**src/rtl/pcp_pkg.sv**
```systemverilog
// ----------------------------------------------------------------------------
// pcp_pkg
// shared widths and register codes of the carousel page picker
// ----------------------------------------------------------------------------
package pcp_pkg;

   localparam int RAND_W    = 16;   // random start value
   localparam int GLOB_W    = 14;   // position in the sent map
   localparam int PAGE_W    = 10;   // page index / per-channel count
   localparam int DIGIT_W   = 4;    // channel digit
   localparam int WORD_BITS = 32;   // bits per map word
   localparam int BIT_W     = 5;    // bit offset within a map word
   localparam int MAX_CHAN  = 9;
   localparam int LOW_CHAN  = 5;    // channels held in counts_low

   localparam int CSR_IDX_W = 2;
   localparam int CSR_DW    = 50;
   localparam int LOW_W     = 50;
   localparam int HIGH_W    = 40;

   localparam logic [CSR_IDX_W-1:0] CSR_HEADER_ENABLE = 2'd0;
   localparam logic [CSR_IDX_W-1:0] CSR_COUNTS_LOW    = 2'd1;
   localparam logic [CSR_IDX_W-1:0] CSR_COUNTS_HIGH   = 2'd2;

endpackage

```
**src/rtl/pcp_mod_unit.sv**
```systemverilog
// ----------------------------------------------------------------------------
// pcp_mod_unit
// restoring remainder, one dividend bit per cycle
// ----------------------------------------------------------------------------
module pcp_mod_unit (
   input  logic                         clock,
   input  logic                         reset,
   input  logic                         start,
   input  logic [pcp_pkg::RAND_W-1:0]   dividend,
   input  logic [pcp_pkg::GLOB_W-1:0]   divisor,
   output logic                         done,
   output logic [pcp_pkg::GLOB_W-1:0]   remainder
);
   localparam int CW = $clog2(pcp_pkg::RAND_W + 1);

   logic [pcp_pkg::RAND_W-1:0] quot_ff, quot_in;
   logic [pcp_pkg::GLOB_W-1:0] rem_ff, rem_in;
   logic [CW-1:0]              cnt_ff, cnt_in;
   logic                       busy_ff, busy_in;
   logic                       done_ff, done_in;
   logic [pcp_pkg::GLOB_W:0]   trial;

   always_comb begin
      trial   = {rem_ff, quot_ff[pcp_pkg::RAND_W-1]};
      quot_in = quot_ff;
      rem_in  = rem_ff;
      cnt_in  = cnt_ff;
      busy_in = busy_ff;
      done_in = 1'b0;
      if (start) begin
         quot_in = dividend;
         rem_in  = '0;
         cnt_in  = CW'(pcp_pkg::RAND_W);
         busy_in = 1'b1;
      end else if (busy_ff) begin
         quot_in = {quot_ff[pcp_pkg::RAND_W-2:0], 1'b0};
         if (trial >= {1'b0, divisor}) begin
            rem_in = pcp_pkg::GLOB_W'(trial - {1'b0, divisor});
         end else begin
            rem_in = pcp_pkg::GLOB_W'(trial);
         end
         cnt_in = cnt_ff - 1'b1;
         if (cnt_ff == CW'(1)) begin
            busy_in = 1'b0;
            done_in = 1'b1;
         end
      end
   end

   always_ff @(posedge clock) begin
      quot_ff <= quot_in;
      rem_ff  <= rem_in;
      cnt_ff  <= cnt_in;
      if (reset) begin
         busy_ff <= 1'b0;
         done_ff <= 1'b0;
      end else begin
         busy_ff <= busy_in;
         done_ff <= done_in;
      end
   end

   assign done      = done_ff;
   assign remainder = rem_ff;
endmodule

```
**config.mk**
```make
export PLATFORM = sky130hd
export DESIGN_NAME = pcp_mod_unit
export DESIGN_NICKNAME = d
export VERILOG_FILES = /design/src/rtl/pcp_pkg.sv /design/src/rtl/pcp_mod_unit.sv
export SDC_FILE = /design/constraint.sdc
export NUM_CORES = 1
export LEC_CHECK = 0
export ABC_AREA = 1
export BUFFER_PORTS_ARGS = -buffer_cell sky130_fd_sc_hd__buf_4
export CAP_MARGIN = 20
export CORE_MARGIN = 4
export CORE_UTILIZATION = 58
export CTS_BUF_LIST = sky130_fd_sc_hd__clkbuf_8 sky130_fd_sc_hd__clkbuf_16
export CTS_CLUSTER_DIAMETER = 40
export DETAILED_ROUTE_END_ITERATION = 12
export PLACE_DENSITY = 0.83
export SYNTH_ARGS = -nofsm -noshare
export SYNTH_HDL_FRONTEND = slang
export SYNTH_SLANG_ARGS = --single-unit
```
**constraint.sdc**
```tcl
create_clock -name clock -period 5 [get_ports clock]
set_clock_uncertainty 0.2 [all_clocks]
set_input_delay 0.5 -clock clock [delete_from_list [all_inputs] [get_ports clock]]
set_output_delay 0.5 -clock clock [all_outputs]
set_load 0.05 [all_outputs]
```
# [Word-level counts from Yosys, hierarchy flattened]
# Index checks and enable logic that the tools add are counted.
[classes] eq_ne=1 add_sub_neg=2 reduce_logical=2 order_cmp=1 bitwise=1 n_mux=7
[op_table] operator="16-bit two-way mux" count=2
[op_table] operator="15-bit by 14-bit greater-or-equal comparator with 1-bit output" count=1
[op_table] operator="14-bit two-way mux" count=1
[op_table] operator="14-bit subtractor" count=1
[op_table] operator="5-bit by 1-bit equality test with 1-bit output (second input constant)" count=1
[op_table] operator="5-bit by 1-bit subtractor with 5-bit output (second input constant)" count=1
[op_table] operator="1-bit two-way mux" count=4
[op_table] operator="3-bit OR reduction" count=1
[op_table] operator="2-bit nonzero test" count=1
[op_table] operator="1-bit inverter" count=1
[word_totals] reg_bits=37

# [Depth between registers and ports, before layout]
# Gate-level depths: netlist of the first run.
[logic_depth] word_depth=4 ltp_mapped=14 mapped_depth_nobuf=14

# [Worst setup path before layout of the first run]
# Ideal clock, no wire load.
[synth_timing] path_type="flip-flop to flip-flop" startpoint="register rem_ff (netlist bit remainder[1])" endpoint="register rem_ff (netlist bit remainder[3])" period_less_slack_ps=2302 arrival_ps=1961 n_path_buf=2 stages_incl_launch_ff=11 slack_ps=2698 cell_sequence="dfxtp_1 -> ha_1 -> clkbuf_2 -> or2_0 -> nand3_1 -> nand2_2 -> nand3_4 -> buf_6 -> nand3_1 -> nand3_1 -> o21ai_0"
[synth_via] elab_chain_cells=2 word_cells_on_any_way=3 cone_classes="1 x add/sub; 1 x order compare; 1 x mux"
[synth_rtl] element="from (decl)" line_no="pcp_mod_unit.sv:17" source="logic [pcp_pkg::GLOB_W-1:0] rem_ff, rem_in;"
[synth_rtl] element="from (signal assigned)" line_no="pcp_mod_unit.sv:52" source="rem_ff <= rem_in;"
[synth_rtl] element="14-bit subtractor / 15-bit by 14-bit greater-or-equal comparator with 1-bit output (equally long branches)" line_no="pcp_mod_unit.sv:38, pcp_mod_unit.sv:37"
[synth_rtl] element="14-bit two-way mux (*)" line_no="pcp_mod_unit.sv:37" source="if (trial >= {1'b0, divisor}) begin"
# Every way passes the cells marked *; elsewhere a longest branch is shown, timed or not.
# A chain may end at the register's enable or synchronous reset.

# [Final worst setup path of the first run]
[layout_timing] startpoint="register rem_ff (netlist bit remainder[8])" endpoint="register rem_ff (netlist bit remainder[0])"
[layout_via] elab_chain_cells=2
[layout_rtl] element="15-bit by 14-bit greater-or-equal comparator with 1-bit output" line_no="pcp_mod_unit.sv:37"
[layout_rtl] element="14-bit two-way mux" line_no="pcp_mod_unit.sv:37"
# No other way between the ends.

==> results of run 1 <==
==> path summary, 6_finish.rpt <==
kind | startpoint | end | slack (ps)
min reg2reg | cnt_ff[4] | cnt_ff[4] | 270
min | reset | done | 190
max reg2reg | remainder[8] | remainder[0] | 2750
max | remainder[8] | remainder[0] | 2750
==> placed cells by master (no fill, tap or decap), types with 2 or more instances in the layout <==
| cell | count |
|---|---|
| a21oi_1 | 11 |
| buf_4 | 48 |
| clkbuf_8 | 5 |
| clkinv_1 | 3 |
| dfxtp_1 | 21 |
| edfxtp_1 | 16 |
| ha_1 | 16 |
| inv_1 | 66 |
| nand2_1 | 154 |
| nand2_2 | 3 |
| nand3_1 | 34 |
| nand3_2 | 2 |
| nand3b_1 | 7 |
| nand4_1 | 4 |
| nor2_1 | 20 |
| nor2_2 | 2 |
| o21ai_0 | 8 |
| xnor2_1 | 5 |
==> through the flow <==
stage / area [sq um] / setup WS [ps] / hold WS (ps) / utilization, %
after floorplan: 2640 / 2700 / 228 / -
after global placement: 3000 / 2530 / 240 / 68.4
after detailed placement: 3000 / 2510 / 258 / 68.4
after CTS: 3080 / 2740 / 182 / 70.3
after global routing: 3080 / 2490 / 185 / 70.3
final: 3080 / 2750 / 189 / 70.3
==> report_power, final <==
| group | leakage, nW | internal [W] | switching (W) |
|---|---|---|---|
| Combinational | 1.35 | 0.0000484 | 0.0000682 |
| Sequential | 0.335 | 0.000338 | 0.00000916 |
| Clock | 0.0430 | 0.0000937 | 0.0000992 |
| Total | 1.73 | 0.000480 | 0.000177 |
==> worst max-delay path: cells and delay by family (launching register included) <==
kind / cells / cell delay, ps
buffers and inverters: 1 / 50
DFF: 1 / 410
AOI/OAI and AO/OA: 2 / 290
adders and majority gates: 1 / 320
and+or+nand+nor: 6 / 890
==> area by class of cell <==
class / count / area share, %
clock buffer: 5 / 2.23
clock inverter: 3 / 0.406
inverter: 67 / 8.16
multi-input combinational: 280 / 46.1
sequential: 37 / 29.2
tap: 52 / 2.11
timing repair buffer: 48 / 11.7
==> routing by layer <==
layer,track usage (%),wire (um),vias to the layer above
met5,0,0,-
met4,8.74,140,0
met3,5.15,327,14
met2,38.2,2820,57
met1,26.5,2550,1096
li1,-,-,1310
==> state kept, by name (all words and copies together), names as in the netlist <==
name and cells:
quot_ff 16, remainder 14, cnt_ff 5, busy_ff 1
done 1
==> cell families after synthesis <==
| family | Yosys count |
|---|---|
| AOI/OAI and AO/OA | 21 |
| xor gates and xnor gates | 6 |
| adders and majority gates | 17 |
| buffers and inverters | 76 |
| DFF | 37 |
| and+or+nand+nor | 236 |
==> metrics.md, run 1 <==
| Metric | Value |
|---|---|
| Outcome | `finished clean` |
| Slowest CP cell | `dfxtp_1` |
| PD cells | `213 nW/um^2` |
| Insertion delay to the later sink of the worst-skew pair | `280 ps` |
| Share of the synthesized area in compound gates (AO/OA/AOI/OAI) | `4.27%` |
| Number of nets in the layout | `489` |
| Largest net degree at the start of global routing | `24` |
| # fillers | `378` |
| Top cells by instance count after synthesis | `nand2_1 (154), inv_1 (66), nand3_1 (34)` |
| Max capacitance violation total | `0` |
| Post-synth EDFFs | `16` |
| Root buf cell | `clkbuf_8` |
| Worst Path Required | `5000 ps` |
| Placer Congestion | `0.883` |
| TritonCTS sink count | `37` |
| Dominant combinational cell family by area after synthesis | `simple AND/OR/NAND/NOR gates` |
| Total grt overflow | `0` |
| Area share of the largest cell type after synthesis | `21.9%` |
| Sort of element at the end of the critical path | `flip-flop` |
| Portion of netlist area occupied by mux cells | `0%` |
| Routed wire length | `5840 um` |
| Total DRC errors in the routed layout | `0` |
| Count of nets left with antenna violations after detail routing | `0` |
| Largest fanout on the critical path | `16` |
| Initial antenna violation count | `0` |
| Effective utilization at floorplan | `60.1%` |
| CTS H-Tree Depth | `2` |
| Detailed-routing iteration count for the pre-antenna-repair pass | `5` |
| Critical path, cell by cell | `ha_1 -> nand2_2 -> inv_1 -> a21oi_2 -> nor2_1 -> nor2_4 -> nand2_4 -> nand2_1 -> nand3_1 -> o21ai_0` |
| Post-cts gate resize count | `0` |
| Worst-case reg-to-reg path depth | `10` |
| Final min period | `2250 ps` |
| Leak Pwr | `1.73 nW` |
| Cell taking the most area after synthesis | `nand2_1` |
| Number of buffers added by the clock tree synthesis step | `5` |
| Diode count | `0` |
| Post-synthesis average cell area | `6.70 sq um` |
| Clock Pin Slew Worst Setup and Hold Paths | `70 ps` |
| Worst min-delay path class | `input pin to flip-flop` |
| Clock tree from TritonCTS | `yes` |
| Worst-case vdd ir drop | `202 uV` |
| Critical path launch point type | `flip-flop` |
| GR Util All Layers | `22.1%` |
| Post-synthesis instance area | `2640 sq um` |
| Number of post-CTS setup repair buffers | `0` |
| Cell total after placement | `484` |
| Detailed-placement wirelength estimate | `4670 um` |
| Cells after Synth | `393` |
| Depth of the worst hold-timing path | `2` |
| Die ar. | `5690 sq um` |
| Synth warnings | `0` |
| Via count of the first global-routing pass | `2307` |
| Share of synthesized cell area in and, or, nand and nor gates | `39.3%` |
| Die Y-Extent | `75.4 um` |
| Reg area | `901 sq um` |
| Tightest Pin Transition | `935 ps` |
| Flip-flop cell with the highest count after synthesis | `dfxtp_1` |
| Row cnt | `24` |
| Number of flip-flops and latches in the synthesized netlist | `37` |
| Count of vias placed by the detailed router | `2477` |
| Category of the critical setup timing path | `flip-flop to flip-flop` |
| Core Footprint | `4380 sq um` |
| Crit-path max cell delay | `410 ps` |
| Vias/cell | `5.03` |
| Worst Path Arrival | `2250 ps` |
| Drt wl/cell | `11.9 um` |
| Most instantiated library cell after synthesis | `nand2_1` |
| Max-slew violation total from the final report | `0` |
| Horizontal die dimension | `75.4 um` |
| Sum of internal, switching and leakage power | `0.000656 W` |
| Largest cells by area after synthesis | `nand2_1 (22%), edfxtp_1 (18%), dfxtp_1 (16%)` |
| Max-Slew Margin vs Limit | `37.4%` |
| Max Buffers Root-to-Sink | `2` |
| Fin. Hold Viols | `0` |
| Syn nets | `443` |
| Port buffer count | `47` |
| Share of the cycle needed by the critical path after routing | `44.9%` |
| Boundary Pins | `48` |
| Area growth syn-to-layout | `16.9%` |
| Number of DRC markers in iteration 0 | `130` |
| Highest achievable clock rate | `445 MHz` |
| Non-filler instance count after layout | `492` |
| Async set or reset register ratio after synthesis | `0%` |
| Summed negative setup slack over all endpoints | `0 ps` |
| RSZ-0062 raised after global routing | `no` |
| Multi-input gate area | `1420 sq um` |
| Share of layout cells above drive strength 1 | `15.2%` |
| Adder and majority cell fraction of the synthesized area | `8.36%` |
| Number of distinct library cells after synthesis | `34` |
| Setup Viol. Count Final | `0` |
| Total of hold buffers inserted after clock tree synthesis | `0` |
| Post-Synth XOR/XNOR Area | `1.99%` |
| First-pass GRT wire length | `9750 um` |
| Portion of the post-synthesis area used by sequential elements | `34.2%` |
Note: power is estimated with default switching activity, not from simulation.
==> inputs of run 2 (changes only) <==
--- a/config.mk
+++ b/config.mk
@@ -5,15 +5,15 @@
 export SDC_FILE = /design/constraint.sdc
 export NUM_CORES = 1
 export LEC_CHECK = 0
-export ABC_AREA = 1
+export ABC_AREA = 0
 export BUFFER_PORTS_ARGS = -buffer_cell sky130_fd_sc_hd__buf_4
 export CAP_MARGIN = 20
 export CORE_MARGIN = 4
-export CORE_UTILIZATION = 58
+export CORE_UTILIZATION = 50
 export CTS_BUF_LIST = sky130_fd_sc_hd__clkbuf_8 sky130_fd_sc_hd__clkbuf_16
 export CTS_CLUSTER_DIAMETER = 40
 export DETAILED_ROUTE_END_ITERATION = 12
-export PLACE_DENSITY = 0.83
+export PLACE_DENSITY = 0.76
 export SYNTH_ARGS = -nofsm -noshare
 export SYNTH_HDL_FRONTEND = slang
 export SYNTH_SLANG_ARGS = --single-unit
==> constraint.sdc (replaced) <==
create_clock -name clock -period 1.94 [get_ports clock]
set_clock_uncertainty 0.2 [all_clocks]
set_input_delay 0.194 -clock clock [delete_from_list [all_inputs] [get_ports clock]]
set_output_delay 0.194 -clock clock [all_outputs]
set_load 0.05 [all_outputs]
==> run 2 against run 1 <==
The flow now finishes with violations (negative hold slack, negative setup slack). Synthesized cell count shrank 33%. Area after synthesis shrank 4.1%. Combinational power rose to 11 times the previous value. Clock power increased to 4.4 times the previous value. Fmax is 9.3% lower. Critical endpoint is now remainder[4]. Largest cell class unchanged. Highest routed layer unchanged.
==> metrics.md, run 2 <==
| Metric | Value |
|---|---|
| Cell taking the most area after synthesis | `edfxtp_1` |
| Row cnt | `25 (+4.2%)` |
| # fillers | `243 (-36%)` |
| First-pass GRT wire length | `13400 um (+37%)` |
| Initial antenna violation count | `0 (unchanged)` |
| Sort of element at the end of the critical path | `flip-flop` |
| Cell total after placement | `430 (-11%)` |
| Final min period | `2480 ps (+231 ps)` |
| Violated checks | `negative hold slack, negative setup slack` |
| Detailed-placement wirelength estimate | `5470 um (+17%)` |
| Largest fanout on the critical path | `5 (-11)` |
| Fin. Hold Viols | `1 (+1)` |
| Via count of the first global-routing pass | `2710 (+17%)` |
| Total DRC errors in the routed layout | `0 (unchanged)` |
| Diode count | `0 (unchanged)` |
| Drt wl/cell | `20.6 um (+73%)` |
| Clock Pin Slew Worst Setup and Hold Paths | `80 ps (about the same)` |
| Post-synth EDFFs | `16 (unchanged)` |
| Placer Congestion | `0.839 (-5.0%)` |
| Highest achievable clock rate | `404 MHz (-9.3%)` |
| CP delay by family, top | `compound AO/OA/AOI/OAI gates` |
| Max-slew violation total from the final report | `0 (unchanged)` |
| Async set or reset register ratio after synthesis | `0% (unchanged)` |
| TritonCTS sink count | `37 (unchanged)` |
| Number of buffers added by the clock tree synthesis step | `5 (unchanged)` |
| Max-Slew Margin vs Limit | `68.5% (+31 points)` |
| Critical path, cell by cell | `inv_2 -> ha_4 -> buf_4 -> nor2b_4 -> o2111ai_4 -> a31oi_4 -> o311ai_4 -> buf_6 -> a211o_1 -> a311oi_2` |
| Total grt overflow | `0 (unchanged)` |
| Most frequent standard cell in the layout excluding fill and tap cells | `buf_4` |
| Leak Pwr | `1.76 nW (+1.6%)` |
| Worst hold slack across all endpoints | `-1.59 ps (-190 ps)` |
| Crit-path max cell delay | `410 ps (about the same)` |
| Synth warnings | `0 (unchanged)` |
| Area growth syn-to-layout | `65.9%` |
| Final worst slack | `-537 ps (-3290 ps)` |
| RSZ-0062 raised after global routing | `yes` |
| Critical path launch point type | `flip-flop` |
| Top cells by instance count after synthesis | `nor2_1 (23), inv_1 (22), dfxtp_1 (21)` |
| Worst-case vdd ir drop | `462 uV (+130%)` |
| Share of layout cells above drive strength 1 | `56.5% (+41 points)` |
| Effective utilization at floorplan | `52.4% (-7.7 points)` |
| Largest cells by area after synthesis | `edfxtp_1 (19%), dfxtp_1 (17%), ha_1 (7.9%)` |
| Root buf cell | `clkbuf_8` |
| Count of nets left with antenna violations after detail routing | `0 (unchanged)` |
| Outcome | `finished with violations` |
| Die Y-Extent | `79.1 um (+4.9%)` |
| Worst Path Arrival | `2490 ps (+240 ps)` |
| Cells after Synth | `262 (-33%)` |
| Worst Path Required | `1960 ps (-3040 ps)` |
| Core Footprint | `4820 sq um (+9.9%)` |
| Util after Layout | `87.0% (+17 points)` |
| Most instantiated library cell after synthesis | `nor2_1` |
| Detailed-routing iteration count for the pre-antenna-repair pass | `5 (unchanged)` |
| Max capacitance violation total | `0 (unchanged)` |
| Number of distinct library cells after synthesis | `60 (+76%)` |
| PD cells | `729 nW/um^2 (+240%)` |
| Post-synthesis instance area | `2530 sq um (-4.1%)` |
| Tightest Pin Transition | `467 ps (-468 ps)` |
| Biggest register | `quot_ff` |
| Horizontal die dimension | `79.1 um (+4.9%)` |
| Flip-flop cell with the highest count after synthesis | `dfxtp_1` |
| Category of the critical setup timing path | `flip-flop to flip-flop` |
| Setup slack of the worst register-to-register path | `-540 ps (-3290 ps)` |
| Number of DRC markers in iteration 0 | `207 (+59%)` |
| Largest net degree at the start of global routing | `35 (+46%)` |
| Vias/cell | `6.02 (+19%)` |
| Port buffer count | `47 (unchanged)` |
| Insertion delay to the later sink of the worst-skew pair | `310 ps (+30 ps)` |
| Number of flip-flops under the largest register name | `16 (unchanged)` |
| CTS H-Tree Depth | `2 (unchanged)` |
| Area share of the largest cell type after synthesis | `19.0% (-2.9 points)` |
| Routed wire length | `9470 um (+62%)` |
| Combined buffer and inverter count along the critical path | `3 (+2)` |
| Count of vias placed by the detailed router | `2767 (+12%)` |
| Setup Viol. Count Final | `14 (+14)` |
| Number of flip-flops and latches in the synthesized netlist | `37 (unchanged)` |
| GR Util All Layers | `27.7% (+5.6 points)` |
| Portion of the post-synthesis area used by sequential elements | `35.7% (+1.5 points)` |
| Clock tree from TritonCTS | `yes` |
| Worst min-delay path class | `input pin to flip-flop` |
| Die ar. | `6250 sq um (+10%)` |
| Max Buffers Root-to-Sink | `2 (unchanged)` |
| Post-synthesis average cell area | `9.64 sq um (+44%)` |
| Boundary Pins | `48 (unchanged)` |
| Share of the cycle needed by the critical path after routing | `128% (+83 points)` |
| Setup slack after placement | `-547 ps (-3060 ps)` |
| Number of nets in the layout | `442 (-9.6%)` |
| Non-filler instance count after layout | `460 (-6.5%)` |
| Commonest cells after routing, fill and taps aside | `buf_4 (112), nor2_1 (21), inv_1 (19)` |
| Syn nets | `312 (-30%)` |
| Slowest CP cell | `edfxtp_1` |
## run 2: timing repair
action | CTS | global route
endpoints found under the hold margin | 7 | 4
endpoints found under the setup margin | 14 | 14
gates cloned | 0 | 0
buffers inserted | 10 | 3
gates resized for setup | 41 | 16
hold buffers | 6 | 4
pin swaps | 24 | 11
## run 2: power by group
part	internal (W)	switching (W)
Sequential	0.000898	0.0000555
Combinational	0.000601	0.000660
Clock	0.000518	0.000322
## run 2: worst paths after layout
path,startpoint,endpoint,cells past startpoint
worst max-delay path,quot_ff[15],remainder[4],10
worst min-delay path,dividend[2],quot_ff[2],2
worst max register to register,quot_ff[15],remainder[4],10
worst min register to register,cnt_ff[1],cnt_ff[1],2
## run 2: metrics by stage
stage / area (sq um) / setup TNS (ps) / power [W]
final: 4190 / -6580 / 0.00306
after CTS: 4040 / -5100 / 0.00292
after floorplan: 2700 / -4650 / 0.00157
after global routing: 4190 / -7800 / 0.00318
after detailed placement: 3580 / -5940 / 0.00196
after global placement: 3580 / -5390 / 0.00193
## run 2: logic make-up (layout without fill, tap and decap cells)
family                   after synthesis  in the layout  share of synthesized area (%)
multiplexers                          16             16                           7.08
buffers and inverters                 34            165                           5.45
AO/OA/AOI/OAI                         65             65                           21.8
AND/OR/NAND/NOR                       82             82                           17.4
XOR/XNOR                              11             11                           3.81
flip-flops                            37             37                           35.7
adder cells (fa/ha/maj)               17             17                           8.72
## run 2: per-layer routing
| layer | vias up | track usage (%) | share of wire (%) |
|---|---|---|---|
| met5 | - | 0 | 0 |
| met4 | 0 | 14.9 | 4.6 |
| met3 | 45 | 6.12 | 7.4 |
| met2 | 168 | 45.4 | 48 |
| met1 | 1314 | 33.7 | 40 |
| li1 | 1240 | - | - |
## run 2: area by class of cell
| cell class | count | area, sq um | share of cell area, % |
|---|---|---|---|
| sequential | 37 | 950 | 22.7 |
| multi-input combinational | 191 | 1850 | 44.0 |
| clock inverter | 3 | 68.8 | 1.64 |
| inverter | 23 | 86.3 | 2.06 |
| timing repair buffer | 134 | 1090 | 26.0 |
| clock buffer | 5 | 68.8 | 1.64 |
| tap | 67 | 83.8 | 2.00 |
## run 2: worst reg2reg max path: cells and delay by family, from the launching register on
family	cells	cell delay (ps)
buffers and inverters	3	360
AOI/OAI and AO/OA	5	1100
adders and majority gates	1	160
and+or+nand+nor	1	150
DFF	1	410
==> inputs of run 3 (changes only) <==
--- a/config.mk
+++ b/config.mk
@@ -13,7 +13,7 @@
 export CTS_BUF_LIST = sky130_fd_sc_hd__clkbuf_8 sky130_fd_sc_hd__clkbuf_16
 export CTS_CLUSTER_DIAMETER = 40
 export DETAILED_ROUTE_END_ITERATION = 12
-export PLACE_DENSITY = 0.76
+export PLACE_DENSITY = 0.8
 export SYNTH_ARGS = -nofsm -noshare
 export SYNTH_HDL_FRONTEND = slang
 export SYNTH_SLANG_ARGS = --single-unit
==> run 3 against run 2 <==
The flow finishes with violations (negative setup slack). Die area stayed put. Sequential power hardly changed. Global-route usage is 0.43 points higher. Count of clock-buffer cells in the layout did not move. Sequential cell count is the same. Sequential share of layout area rose by 0.68 points. First-iteration DRC count increased by 71%. Power fell by 1.1%. Wire length fell by 0.60%. Largest cell class unchanged. Largest power group unchanged. Highest routed layer unchanged.
==> metrics.md, run 3 (same netlist as run 2, synthesis figures left out) <==
| Metric | Value |
|---|---|
| Outcome | `finished with violations` |
| Violated checks | `negative setup slack` |
| Leak Pwr | `1.69 nW (-3.9%)` |
| Detailed-routing iteration count for the pre-antenna-repair pass | `7 (+2)` |
| Category of the critical setup timing path | `flip-flop to flip-flop` |
| Largest fanout on the critical path | `3 (-2)` |
| Final worst slack | `-531 ps (+6.61 ps)` |
| Number of buffers added by the clock tree synthesis step | `5 (unchanged)` |
| Number of flip-flops under the largest register name | `16 (unchanged)` |
| Detailed-placement wirelength estimate | `5400 um (-1.3%)` |
| Total grt overflow | `0 (unchanged)` |
| Area growth syn-to-layout | `61.1%` |
| Cell total after placement | `427 (-0.70%)` |
| Worst Path Required | `1910 ps (-50 ps)` |
| Vias/cell | `6.12 (+1.8%)` |
| Clock Pin Slew Worst Setup and Hold Paths | `80 ps (about the same)` |
| Boundary Pins | `48 (unchanged)` |
| Root buf cell | `clkbuf_8` |
| Final min period | `2470 ps (-6.61 ps)` |
| Placer Congestion | `0.857 (+2.2%)` |
| Max capacitance violation total | `0 (unchanged)` |
| Setup Viol. Count Final | `14 (unchanged)` |
| Diode count | `0 (unchanged)` |
| Worst Path Arrival | `2440 ps (-50 ps)` |
| Count of vias placed by the detailed router | `2749 (-0.65%)` |
| Max Buffers Root-to-Sink | `2 (unchanged)` |
| # fillers | `250 (+2.9%)` |
| Highest achievable clock rate | `405 MHz (+0.27%)` |
| Biggest register | `quot_ff` |
| Critical path launch point type | `flip-flop` |
| Count of nets left with antenna violations after detail routing | `0 (unchanged)` |
| Via count of the first global-routing pass | `2724 (+0.52%)` |
| Fin. Hold Viols | `0 (-1)` |
| Effective utilization at floorplan | `52.4% (unchanged)` |
| Worst min-delay path class | `input pin to flip-flop` |
| Clock tree from TritonCTS | `yes` |
| Die ar. | `6250 sq um (unchanged)` |
| Initial antenna violation count | `0 (unchanged)` |
| Max-slew violation total from the final report | `0 (unchanged)` |
| Worst-case vdd ir drop | `432 uV (-6.5%)` |
| Number of nets in the layout | `431 (-2.5%)` |
| Tightest Pin Transition | `407 ps (-59.2 ps)` |
| Most frequent standard cell in the layout excluding fill and tap cells | `buf_4` |
| Die Y-Extent | `79.1 um (unchanged)` |
| TritonCTS sink count | `37 (unchanged)` |
| RSZ-0062 raised after global routing | `yes` |
| CTS H-Tree Depth | `2 (unchanged)` |
| First-pass GRT wire length | `13600 um (+1.7%)` |
| Core Footprint | `4820 sq um (unchanged)` |
| Insertion delay to the later sink of the worst-skew pair | `300 ps (about the same)` |
| PD cells | `742 nW/um^2 (+1.8%)` |
| Horizontal die dimension | `79.1 um (unchanged)` |
| Non-filler instance count after layout | `449 (-2.4%)` |
| Total DRC errors in the routed layout | `0 (unchanged)` |
| Share of layout cells above drive strength 1 | `55.8% (-0.73 points)` |
| Drt wl/cell | `21.0 um (+1.8%)` |
| GR Util All Layers | `28.1% (+0.43 points)` |
| Sort of element at the end of the critical path | `flip-flop` |
| Port buffer count | `47 (unchanged)` |
| Max-Slew Margin vs Limit | `72.6% (+4.1 points)` |
| Commonest cells after routing, fill and taps aside | `buf_4 (108), nor2_1 (22), inv_1 (20)` |
| Number of DRC markers in iteration 0 | `354 (+71%)` |
| Row cnt | `25 (unchanged)` |
| Routed wire length | `9410 um (-0.60%)` |
| Share of the cycle needed by the critical path after routing | `127% (-0.34 points)` |
| Worst hold slack across all endpoints | `0.787 ps (+2.38 ps)` |
| Largest net degree at the start of global routing | `37 (+5.7%)` |
[run 3: changes by cell type in the layout (fill, tap and decap cells not counted), moves of 2 or more]
cell	previous run	this run
buf_4	112	108
a31oi_2	0	2
nor2_2	2	0
a31oi_4	3	1
a311oi_2	6	3
a311oi_1	3	6
ha_4	10	13
ha_1	5	3
dlygate4sd3_1	10	3
[run 3: area by class of cell]
cell class                      count  area, sq um  area share [%]
Timing Repair Buffer              123          985            24.2
Multi-Input combinational cell    191         1830            44.9
Tap cell                           67         83.8            2.06
Inverter                           23         86.3            2.12
Clock buffer                        5         68.8            1.69
Clock inverter                      3         68.8            1.69
Sequential cell                    37          950            23.3
[run 3: routing by layer]
metal | track usage [%] | share of wire, % | routed length, um | up-vias
met5 | 0 | 0 | 0 | -
met4 | 13.6 | 5.0 | 473 | 0
met3 | 4.99 | 8.2 | 770 | 48
met2 | 49.3 | 51 | 4750 | 182
met1 | 32.9 | 36 | 3410 | 1301
li1 | - | - | - | 1218
[run 3: where the power goes]
| part | internal [W] | switching, W | total (W) |
|---|---|---|---|
| logic | 0.000588 | 0.000643 | 0.00123 |
| clock network | 0.000518 | 0.000315 | 0.000833 |
| registers | 0.000899 | 0.0000576 | 0.000956 |
[run 3: path summary, 6_finish.rpt]
check	start	endpoint	slack, ps	depth (start not counted)
max	quot_ff[15]	remainder[10]	-530	10
min	dividend[2]	quot_ff[2]	0.8	2
max reg2reg	quot_ff[15]	remainder[10]	-530	10
min reg2reg	cnt_ff[1]	cnt_ff[1]	290	2
[run 3: timing repair]
action / in CTS / in global routing
pin swaps: 14 / 4
endpoints found under the hold margin: 4 / 0
resized for setup: 32 / 17
hold buffers: 3 / 0
buffers inserted: 4 / 7
setup endpoints to repair: 14 / 14
cloned: 0 / 0
[run 3: worst max-delay path, cell delays in order (launching register included)]
cell	delay [ps]
edfxtp_1	420
inv_2	100
ha_4	150
inv_2	40
fa_2	370
nand3_4	100
a21oi_4	80
or3_1	370
a311o_1	330
o21ai_1	80
a311oi_1	90
[run 3: stage by stage]
| stage | worst slack (ps) | cell area, sq um | TNS [ps] | total power, W | util (%) |
|---|---|---|---|---|---|
| floorplan | -372 | 2700 | -4650 | 0.00157 | - |
| global placement | -468 | 3540 | -4650 | 0.00192 | 73.6 |
| detailed placement | -500 | 3540 | -5730 | 0.00195 | 73.6 |
| CTS | -455 | 3920 | -4600 | 0.00288 | 81.5 |
| global route | -668 | 4070 | -7510 | 0.00313 | 84.5 |
| finish | -531 | 4070 | -6480 | 0.00302 | 84.5 |
